<file path="src/hdl/motor_command_frame_encoder_defines.svh">
// ---------------------------------------------------------------------------
// Assertion macros for the motor command frame encoder
// Concurrent assertion wrappers; they expand to nothing when SYNTH is set.
// ---------------------------------------------------------------------------
`ifndef MOTOR_COMMAND_FRAME_ENCODER_DEFINES_SVH
`define MOTOR_COMMAND_FRAME_ENCODER_DEFINES_SVH

`ifndef SYNTH
// Checked only outside reset
`define MCFE_ASSERT(label, clk, rstn, prop) \
    label: assert property (@(posedge clk) disable iff (!rstn) (prop)) \
        else $error("mcfe assertion failed");
// Checked at every edge, reset included
`define MCFE_ASSERT_ALWAYS(label, clk, prop) \
    label: assert property (@(posedge clk) (prop)) \
        else $error("mcfe assertion failed");
`else
`define MCFE_ASSERT(label, clk, rstn, prop)
`define MCFE_ASSERT_ALWAYS(label, clk, prop)
`endif

`endif

</file>
<file path="src/hdl/mcfe_pkg.sv">
// ---------------------------------------------------------------------------
// mcfe_pkg
// Types, constants and the CRC-16/MODBUS byte update for the frame encoder.
// ---------------------------------------------------------------------------
package mcfe_pkg;

    // Drive command codes; codes above stop are handled as stop
    typedef enum logic [2:0] {
        CMD_FORWARD  = 3'd0,
        CMD_BACKWARD = 3'd1,
        CMD_RIGHT    = 3'd2,
        CMD_LEFT     = 3'd3,
        CMD_STOP     = 3'd4
    } cmd_e;

    // Input transfer payload
    typedef struct packed {
        logic [2:0] cmd;
        logic [7:0] speed;
    } cmd_in_t;

    // Output transfer payload
    typedef struct packed {
        logic [7:0] frame_byte;
        logic       last_byte;
    } frame_out_t;

    // Item as it travels down the CRC pipeline
    typedef struct packed {
        logic [7:0]  speed;
        logic [7:0]  dir;
        logic [15:0] crc;
    } work_t;

    localparam logic [7:0]  FRAME_START   = 8'hFF;
    localparam logic [7:0]  FRAME_LENCODE = 8'h07;
    localparam logic [15:0] CRC_INIT      = 16'hFFFF;
    localparam logic [15:0] CRC_POLY      = 16'hA001;

    localparam logic [7:0] DIR_FORWARD  = 8'd80;
    localparam logic [7:0] DIR_BACKWARD = 8'd0;
    localparam logic [7:0] DIR_RIGHT    = 8'd64;
    localparam logic [7:0] DIR_LEFT     = 8'd16;
    localparam logic [7:0] DIR_STOP     = 8'd0;

    // Byte positions within one frame
    localparam int unsigned FRAME_LEN = 9;
    localparam logic [3:0] POS_START   = 4'd0;
    localparam logic [3:0] POS_LENCODE = 4'd1;
    localparam logic [3:0] POS_LSPEED  = 4'd2;
    localparam logic [3:0] POS_LPAD    = 4'd3;
    localparam logic [3:0] POS_RSPEED  = 4'd4;
    localparam logic [3:0] POS_RPAD    = 4'd5;
    localparam logic [3:0] POS_DIR     = 4'd6;
    localparam logic [3:0] POS_CRC_LO  = 4'd7;
    localparam logic [3:0] POS_CRC_HI  = 4'd8;

    // Pipeline stages that each fold one frame byte into the CRC
    localparam int unsigned NUM_CRC_STAGES = 5;

    // Fold one byte into a reflected CRC-16, one bit per step
    function automatic logic [15:0] crc_byte(input logic [15:0] crc_in,
                                             input logic [7:0]  data);
        logic [15:0] c;
        c = crc_in ^ {8'h00, data};
        for (int k = 0; k < 8; k++) begin
            if (c[0]) begin
                c = (c >> 1) ^ CRC_POLY;
            end else begin
                c = c >> 1;
            end
        end
        return c;
    endfunction

    // CRC after the fixed length code byte
    localparam logic [15:0] CRC_AFTER_LEN = crc_byte(CRC_INIT, FRAME_LENCODE);

endpackage

</file>
<file path="src/hdl/motor_command_frame_encoder.sv">
// ---------------------------------------------------------------------------
// motor_command_frame_encoder
// Encode drive commands into nine-byte frames closed by a CRC-16/MODBUS.
// ---------------------------------------------------------------------------
//  channel  | ports                      | payload
//  ---------+----------------------------+------------------------------------
//  command  | s_valid, s_ready, s_data   | cmd_in_t    {cmd, speed}
//  frame    | m_valid, m_ready, m_data   | frame_out_t {frame_byte, last_byte}
//
//  Each command gives nine frame byte transfers, one per cycle at best, and
//  the byte serializer takes the next command only as the last byte leaves.
//  A command passes a decode register and five CRC stages (one byte each)
//  before its first byte shows.
//  Reset is synchronous, active low, and empties every stage.
//  Stalls on the frame side back up through the stages; nothing is lost.
// ---------------------------------------------------------------------------
module motor_command_frame_encoder (
    input  logic                 aclk,
    input  logic                 aresetn,
    input  logic                 s_valid,
    output logic                 s_ready,
    input  mcfe_pkg::cmd_in_t    s_data,
    output logic                 m_valid,
    input  logic                 m_ready,
    output mcfe_pkg::frame_out_t m_data
);
    import mcfe_pkg::*;

    logic  dec_valid_reg;
    logic  dec_valid_next;
    work_t dec_item_reg;
    work_t dec_item_next;

    logic  stg_valid [0:NUM_CRC_STAGES];
    logic  stg_ready [0:NUM_CRC_STAGES];
    work_t stg_item  [0:NUM_CRC_STAGES];

    // Decode command into speed and direction byte
    always_comb begin
        dec_item_next     = '0;
        dec_item_next.crc = CRC_AFTER_LEN;
        unique case (s_data.cmd)
            CMD_FORWARD: begin
                dec_item_next.speed = s_data.speed;
                dec_item_next.dir   = DIR_FORWARD;
            end
            CMD_BACKWARD: begin
                dec_item_next.speed = s_data.speed;
                dec_item_next.dir   = DIR_BACKWARD;
            end
            CMD_RIGHT: begin
                dec_item_next.speed = s_data.speed;
                dec_item_next.dir   = DIR_RIGHT;
            end
            CMD_LEFT: begin
                dec_item_next.speed = s_data.speed;
                dec_item_next.dir   = DIR_LEFT;
            end
            default: begin
                // stop and unused codes: zero speed
                dec_item_next.speed = 8'h00;
                dec_item_next.dir   = DIR_STOP;
            end
        endcase
    end

    assign s_ready        = !dec_valid_reg || stg_ready[0];
    assign dec_valid_next = s_ready ? s_valid : dec_valid_reg;

    always_ff @(posedge aclk) begin
        if (!aresetn) begin
            dec_valid_reg <= 1'b0;
        end else begin
            dec_valid_reg <= dec_valid_next;
        end
    end

    always_ff @(posedge aclk) begin
        if (s_ready) begin
            dec_item_reg <= dec_item_next;
        end
    end

    assign stg_valid[0] = dec_valid_reg;
    assign stg_item[0]  = dec_item_reg;

    // Fold left speed, pad, right speed, pad and direction, one per stage
    for (genvar k = 0; k < NUM_CRC_STAGES; k++) begin : g_crc
        logic [7:0] feed;
        if (k == NUM_CRC_STAGES - 1) begin : g_dir
            assign feed = stg_item[k].dir;
        end else if ((k % 2) == 0) begin : g_speed
            assign feed = stg_item[k].speed;
        end else begin : g_pad
            assign feed = 8'h00;
        end

        mcfe_crc_stage u_stage (
            .aclk      (aclk),
            .aresetn   (aresetn),
            .in_valid  (stg_valid[k]),
            .in_ready  (stg_ready[k]),
            .in_item   (stg_item[k]),
            .feed_byte (feed),
            .out_valid (stg_valid[k+1]),
            .out_ready (stg_ready[k+1]),
            .out_item  (stg_item[k+1])
        );
    end

    mcfe_serializer u_ser (
        .aclk     (aclk),
        .aresetn  (aresetn),
        .in_valid (stg_valid[NUM_CRC_STAGES]),
        .in_ready (stg_ready[NUM_CRC_STAGES]),
        .in_item  (stg_item[NUM_CRC_STAGES]),
        .m_valid  (m_valid),
        .m_ready  (m_ready),
        .m_data   (m_data)
    );

endmodule

</file>
<file path="src/hdl/mcfe_crc_stage.sv">
// ---------------------------------------------------------------------------
// mcfe_crc_stage
// One pipeline stage: fold one byte into the running CRC and register it.
// ---------------------------------------------------------------------------
module mcfe_crc_stage (
    input  logic            aclk,
    input  logic            aresetn,
    input  logic            in_valid,
    output logic            in_ready,
    input  mcfe_pkg::work_t in_item,
    input  logic [7:0]      feed_byte,
    output logic            out_valid,
    input  logic            out_ready,
    output mcfe_pkg::work_t out_item
);
    import mcfe_pkg::*;

    logic  valid_reg;
    logic  valid_next;
    work_t item_reg;
    work_t item_next;

    // Advance when this stage is empty or its content moves on
    assign in_ready = !valid_reg || out_ready;

    always_comb begin
        valid_next = valid_reg;
        item_next  = item_reg;
        if (in_ready) begin
            valid_next    = in_valid;
            item_next     = in_item;
            item_next.crc = crc_byte(in_item.crc, feed_byte);
        end
    end

    always_ff @(posedge aclk) begin
        if (!aresetn) begin
            valid_reg <= 1'b0;
        end else begin
            valid_reg <= valid_next;
        end
    end

    always_ff @(posedge aclk) begin
        item_reg <= item_next;
    end

    assign out_valid = valid_reg;
    assign out_item  = item_reg;

endmodule

</file>
<file path="src/hdl/mcfe_serializer.sv">
// ---------------------------------------------------------------------------
// mcfe_serializer
// Hold one finished item and send its nine frame bytes, one per transfer.
// ---------------------------------------------------------------------------
module mcfe_serializer (
    input  logic                 aclk,
    input  logic                 aresetn,
    input  logic                 in_valid,
    output logic                 in_ready,
    input  mcfe_pkg::work_t      in_item,
    output logic                 m_valid,
    input  logic                 m_ready,
    output mcfe_pkg::frame_out_t m_data
);
    import mcfe_pkg::*;

    `include "motor_command_frame_encoder_defines.svh"

    logic       busy_reg;
    logic       busy_next;
    logic [3:0] pos_reg;
    logic [3:0] pos_next;
    work_t      item_reg;
    work_t      item_next;
    logic       at_last;
    logic       out_xfer;

    assign at_last  = (pos_reg == POS_CRC_HI);
    assign out_xfer = busy_reg && m_ready;
    // Take the next item when empty or when the final byte leaves
    assign in_ready = !busy_reg || (m_ready && at_last);

    // Byte position and item hold
    always_comb begin
        busy_next = busy_reg;
        pos_next  = pos_reg;
        item_next = item_reg;
        if (in_ready) begin
            busy_next = in_valid;
            pos_next  = POS_START;
            item_next = in_item;
        end else if (out_xfer) begin
            pos_next = pos_reg + 4'd1;
        end
    end

    always_ff @(posedge aclk) begin
        if (!aresetn) begin
            busy_reg <= 1'b0;
            pos_reg  <= POS_START;
        end else begin
            busy_reg <= busy_next;
            pos_reg  <= pos_next;
        end
    end

    always_ff @(posedge aclk) begin
        item_reg <= item_next;
    end

    // Select the frame byte for the current position and flag the final one
    always_comb begin
        m_data.last_byte = at_last;
        unique case (pos_reg)
            POS_START:   m_data.frame_byte = FRAME_START;
            POS_LENCODE: m_data.frame_byte = FRAME_LENCODE;
            POS_LSPEED:  m_data.frame_byte = item_reg.speed;
            POS_LPAD:    m_data.frame_byte = 8'h00;
            POS_RSPEED:  m_data.frame_byte = item_reg.speed;
            POS_RPAD:    m_data.frame_byte = 8'h00;
            POS_DIR:     m_data.frame_byte = item_reg.dir;
            POS_CRC_LO:  m_data.frame_byte = item_reg.crc[7:0];
            POS_CRC_HI:  m_data.frame_byte = item_reg.crc[15:8];
            default:     m_data.frame_byte = 8'h00;
        endcase
    end

    assign m_valid = busy_reg;

    // Position never runs past the final byte
    `MCFE_ASSERT_ALWAYS(a_pos_range, aclk, !aresetn || pos_reg <= POS_CRC_HI)
    // A frame never breaks off before its final byte
    `MCFE_ASSERT(a_frame_whole, aclk, aresetn, out_xfer && !at_last |=> busy_reg)
    // A stalled byte keeps its position
    `MCFE_ASSERT(a_stall_hold, aclk, aresetn, busy_reg && !m_ready |=> $stable(pos_reg))
    // Every frame starts at the start byte
    `MCFE_ASSERT(a_start_pos, aclk, aresetn, in_ready && in_valid |=> pos_reg == POS_START)

endmodule
</file>
<file path="config.mk">
export PLATFORM = sky130hd
export DESIGN_NAME = motor_command_frame_encoder
export DESIGN_NICKNAME = d
export VERILOG_FILES = /design/src/hdl/mcfe_pkg.sv /design/src/hdl/motor_command_frame_encoder.sv /design/src/hdl/mcfe_crc_stage.sv /design/src/hdl/mcfe_serializer.sv
export VERILOG_INCLUDE_DIRS = /design/src /design/src/hdl
export SDC_FILE = /design/constraint.sdc
export NUM_CORES = 1
export LEC_CHECK = 0
export ABC_AREA = 1
export BUFFER_PORTS_ARGS = -buffer_cell sky130_fd_sc_hd__buf_2
export CORE_MARGIN = 2
export CORE_UTILIZATION = 40
export CTS_CLUSTER_DIAMETER = 100
export CTS_CLUSTER_SIZE = 28
export DETAILED_ROUTE_END_ITERATION = 10
export GPL_TIMING_DRIVEN = 0
export PLACE_DENSITY = 0.53
export SYNTH_ARGS = -nofsm -noshare
export SYNTH_HDL_FRONTEND = slang
export SYNTH_SLANG_ARGS = --single-unit
</file>
<file path="constraint.sdc">
create_clock -name aclk -period 4.45 [get_ports aclk]
set_clock_uncertainty 0.2 [all_clocks]
set_input_delay 0.445 -clock aclk [delete_from_list [all_inputs] [get_ports aclk]]
set_output_delay 0.445 -clock aclk [all_outputs]
set_load 0.05 [all_outputs]
</file>
# == Word level (Yosys, flattened, before mapping) ==
# Cells that the tools add are included.
# op_classes
n_addsub,1
eq_ne,9
mux,77
bitwise,44
n_reduce_logical,20
# ops
op,n
16-bit two-way mux,70
2-bit inverter with 3-bit output,39
14-bit two-way mux,5
16-bit one-hot mux with 4 select lines,1
8-bit one-hot mux with 6 select lines,1
16-bit by 8-bit XOR with 16-bit output,2
"4-bit by 3-bit == test with 1-bit output, second input constant",3
7-bit inverter with 9-bit output,1
1-bit zero test,7
1-bit logical OR,7
"3-bit by 2-bit == test with 1-bit output, second input constant",2
"4-bit by 1-bit adder with 4-bit output, second input constant",1
"4-bit by 1-bit == test with 1-bit output, second input constant",1
"4-bit by 2-bit == test with 1-bit output, second input constant",1
"4-bit == test, second input constant",1
4-bit zero test,1
2-bit OR reduction,2
"3-bit by 1-bit == test with 1-bit output, second input constant",1
3-bit zero test,1
1-bit inverter with 3-bit output,1
1-bit logical AND,2
1-bit inverter,1
# totals
reg_bits,219
in_bits,15
out_inout_bits,11
word_cells,184

# == Depth between registers and ports, before layout ==
# logic_depth
depth_word,29
ltp_mapped,14
ltp_nobuf,14

# == Cells and area by module ==
# A second synthesis with hierarchy kept.
# unflattened
hier_cells,678
area_unflattened_um2,9176.3
# by_module_without_submodules
module,instances,cells_per_inst,area_each_um2
mcfe_crc_stage,5,97,1407.6
mcfe_serializer,1,152,1687.9
motor_command_frame_encoder,1,41,450.4

# == Worst setup path after synthesis ==
# No wires, ideal clock.
# synth_timing
path_type,register -> output
startpoint,register u_ser.pos_reg[0]
endpoint,output port s_ready
arrival_ps,2722
slack_ps,1083
stages_incl_launch_ff,13
n_path_buf,0
path_cell_list,dfxtp_1 inv_1 ha_1 nand3_1 inv_2 nand2_4 nand2_2 nor2_2 nand2_2 nor2_2 nand2_2 nor2_2 nand2_2
# synth_via
elab_chain_cells,9
# synth_rtl
element,line_no,rtl
"start, declared",mcfe_serializer.sv:21,logic [3:0] pos_reg;
"start signal, assigned",mcfe_serializer.sv:53,pos_reg <= pos_next;
4-bit == test,mcfe_serializer.sv:28,assign at_last = (pos_reg == POS_CRC_HI);
net u_ser.at_last,mcfe_serializer.sv:25,logic at_last;
1-bit logical AND,mcfe_serializer.sv:31,assign in_ready = !busy_reg || (m_ready && at_last);
1-bit logical OR,mcfe_serializer.sv:31,
net g_crc[4].u_stage.out_ready,mcfe_crc_stage.sv:13,"input logic out_ready,"
1-bit logical OR (2 in series),mcfe_crc_stage.sv:24,assign in_ready = !valid_reg || out_ready;
net g_crc[2].u_stage.out_ready,mcfe_crc_stage.sv:13,
1-bit logical OR (2 in series),mcfe_crc_stage.sv:24,
net g_crc[0].u_stage.out_ready,mcfe_crc_stage.sv:13,
1-bit logical OR,mcfe_crc_stage.sv:24,
1-bit logical OR,motor_command_frame_encoder.sv:67,assign s_ready = !dec_valid_reg || stg_ready[0];
"end, declared",motor_command_frame_encoder.sv:21,"output logic s_ready,"
# The timed path passes the listed nets, and every way through them passes these cells.

# == Final worst setup path ==
# Ends and elaborated chain as after synthesis.

==> results.sh <==
export IMPL_cp_max_fo=26
export IMPL_max_cap_violations=0
export IMPL_required_ns=3.81
export IMPL_grt_pass1_vias=2841
export IMPL_syn_avg_cell_area_um2=15.12
export IMPL_cts_hold_buf=0
export IMPL_yosysWarnings=0
export IMPL_num_io_pins=26
export IMPL_place_ws_ns=0.3337
export IMPL_syn_area_mm2=0.006080
export IMPL_num_rows=45
export IMPL_cts_root_buf="clkbuf_16"
export IMPL_startpoint_type="flop"
export IMPL_vdd_drop_max_v=0.0003221
export IMPL_dp_hpwl_um=5497
export IMPL_crit_family="simple AND/OR/NAND/NOR gates"
export IMPL_critical_path_max_stage_delay_ns=0.40
export IMPL_start_util_pct=40.44
export IMPL_grt_overflow_total=0
export IMPL_largest_reg_flops=112
export IMPL_cp_common_cell="nand2_4"
export IMPL_clk_pin_slew_worst_paths_ns=0.06
export IMPL_setup_viol=0
export IMPL_fin_hold_ws_ns=0.07414
export IMPL_first_pass_iters=6
export IMPL_numCtsBuffers=17
export IMPL_routed_wl_um=7648
export IMPL_cts_sinks=158
export IMPL_holdPathEnd="dec_valid_reg$_SDFFE_PN0P_"
export IMPL_ant_nets=0
export IMPL_yosysSeqAreaShare_pct=76.23
export IMPL_cp_num_buf_inv=3
export IMPL_wire_per_inst_um=11.84
export IMPL_ctsHtreeMaxLevel=4
export IMPL_holdCritStartpoint="s_valid"
export IMPL_port_buffers=24
export IMPL_regToRegStartpoint="u_ser.pos_reg[0]$_SDFFE_PP0P_"
export IMPL_maxSlewViolCount=0
export IMPL_r2r_end="g_crc[0].u_stage.out_item[31]$_DFFE_PP_"
export IMPL_fp_dieArea_mm2=0.01620
export IMPL_layout_nets=464
export IMPL_relSlewSlack_pct=40.74
export IMPL_min_path_type="in -> reg"
export IMPL_hold_path_depth=3
export IMPL_synth_seq_cells=158
export IMPL_reg2reg_slack_ns=1.18
export IMPL_status="completed"
export IMPL_cp_end_kind="output pin"
export IMPL_viasPerCell=4.402
export IMPL_rr_worst_depth=12
export IMPL_postSynthCellCount=402
export IMPL_final_area_mm2=0.007098
export IMPL_clk_latency_ns=0.42
export IMPL_drt_iter0_drc=197
export IMPL_crit_type="reg -> out"
export IMPL_cts_tree="done"
export IMPL_period_needed_ns=3.965
export IMPL_area_delta_synth_final_pct=16.75
export IMPL_leakagePower_nw=2.881
export IMPL_grt_pass1_wl_um=13200
export IMPL_grt_usage_pct=10.85
export IMPL_setup_slack_ns=0.4853
export IMPL_final_fill_count=1300
export IMPL_max_freq_mhz=252.2
export IMPL_slowest_stage="dfxtp_1"
export IMPL_grt_antenna_before_repair=0
export IMPL_post_synth_num_cell_types=28
export IMPL_rsz0062_at_grt="no"
export IMPL_drive_gt1_share_pct=18.56
export IMPL_place_gp_congestion=0.7703
export IMPL_fp_dieW_um=127.3
export IMPL_arrival_ns=3.32
export IMPL_power_density_mw_per_mm2=647.9
export IMPL_timing_setup_tns_ns=0
export IMPL_grt_max_degree=27
export IMPL_post_dp_cell_area_mm2=0.006435
export IMPL_fin_crit_sh_pct=89.09
export IMPL_diodes=0
export IMPL_num_vias=2844
export IMPL_fp_coreArea_mm2=0.01503
export IMPL_cts_max_path_buffers=2
export IMPL_hold_violations=0
export IMPL_synthesis_nets=421
export IMPL_die_y_um=127.3
export IMPL_worst_pin_slew_ns=0.8879
export IMPL_crit_chain="inv_1, ha_1, nand3_1, inv_2, nand2_4, nand2_4, nor2_2, nand2_4, nor2_2, nand2_4, nor2_2, nand2_2, buf_2"
export IMPL_drc=0
## logic make-up after synthesis
group,after synthesis,synth area share (%)
AND/OR/NAND/NOR,133,10.95
XOR/XNOR,51,7.924
flip-flops,158,76.23
AO/OA/AOI/OAI,14,1.296
adder cells (fa/ha/maj),4,0.8232
buffers and inverters,42,2.778
## report_power, final
group          switching (mW)  total (mW)  internal, mW  leakage, nW
logic                   0.424       0.770         0.346        0.843
clock network           0.533        1.55          1.02        0.309
registers               0.153        2.28          2.12         1.73
total                    1.11        4.60          3.49         2.88
## per-stage QoR
stage          std cells  util (%)  total power [mW]
2_1_floorplan        402         -             2.923
3_3_place_gp         614     42.80             3.070
3_5_place_dp         614     42.80             3.097
4_1_cts              646     47.15             4.666
5_1_grt              646     47.22             4.853
6_report             646     47.22             4.599
## worst reg2reg max path, cell delays in order (launching register included)
cell     delay, ns
dfxtp_1       0.40
inv_1         0.11
ha_1          0.25
nand3_1       0.11
inv_2         0.10
nand2_4       0.09
nand2_4       0.19
nor2_2        0.25
nand2_4       0.24
nor2_2        0.25
nand2_4       0.22
nor2_2        0.20
inv_1         0.32
## synthesized netlist by cell type, drive strengths merged
cell type | instances | area (µm²)
a221oi | 1 | 8.760
o21a | 2 | 15.01
ha | 4 | 50.05
xor2 | 35 | 314.1
nor4 | 1 | 6.260
edfxtp | 147 | 4414
o21ai | 2 | 10.01
nand3 | 33 | 182.7
a21oi | 9 | 45.04
nand4 | 5 | 31.28
nor2 | 18 | 75.07
inv | 38 | 142.6
buf | 2 | 18.77
xnor2 | 14 | 122.6
nand2 | 72 | 337.8
xnor3 | 2 | 45.04
dfxtp | 11 | 220.2
or2 | 4 | 32.54
clkbuf | 2 | 7.510
## final cells by class
cell class	count	area, µm²	share of cell area (%)
flip-flops and latches	158	4634	65.29
multi-input cells	202	1291	18.19
clock buffers	21	460.4	6.487
well taps	188	235.2	3.314
clock inverters	11	187.7	2.644
inverters	38	142.6	2.010
repair buffers	24	120.1	1.692
plain buffers	4	26.28	0.3702
## per-layer routing
metal | vias to the layer above | track usage, % | share of wire [%]
li1 | 1480 | - | -
met4 | 0 | 7.886 | 3.2
met2 | 51 | 18.40 | 52
met5 | - | 0 | 0
met3 | 18 | 3.350 | 3.4
met1 | 1295 | 11.41 | 41
## worst max-delay path by stage
stage                                  start      end  slack (ns)  cells after the start
2_1_floorplan  u_ser.pos_reg[0]$_SDFFE_PP0P_  s_ready        1.08                     12
3_3_place_gp   u_ser.pos_reg[0]$_SDFFE_PP0P_  s_ready        0.43                     13
3_5_place_dp   u_ser.pos_reg[0]$_SDFFE_PP0P_  s_ready        0.33                     13
4_1_cts        u_ser.pos_reg[0]$_SDFFE_PP0P_  s_ready        0.04                     13
5_1_grt        u_ser.pos_reg[0]$_SDFFE_PP0P_  s_ready        0.13                     13
6_report       u_ser.pos_reg[0]$_SDFFE_PP0P_  s_ready        0.49                     13
## repair_timing
item,CTS,global route
gates resized for setup,1,2
setup buffers,0,0
setup endpoints to repair,1,1
## placed cells by master, fill, tap and decap left out, drive strengths merged
cell type  count
a21oi          9
a221oi         1
buf           26
bufinv         5
clkbuf        23
clkinv         3
clkinvlp       3
dfxtp         11
edfxtp       147
ha             4
inv           38
nand2         72
nand3         33
nand4          5
nor2          18
nor4           1
o21a           2
o21ai          2
or2            4
xnor2         14
xnor3          2
xor2          35
Note: power is estimated with default switching activity, not from simulation.
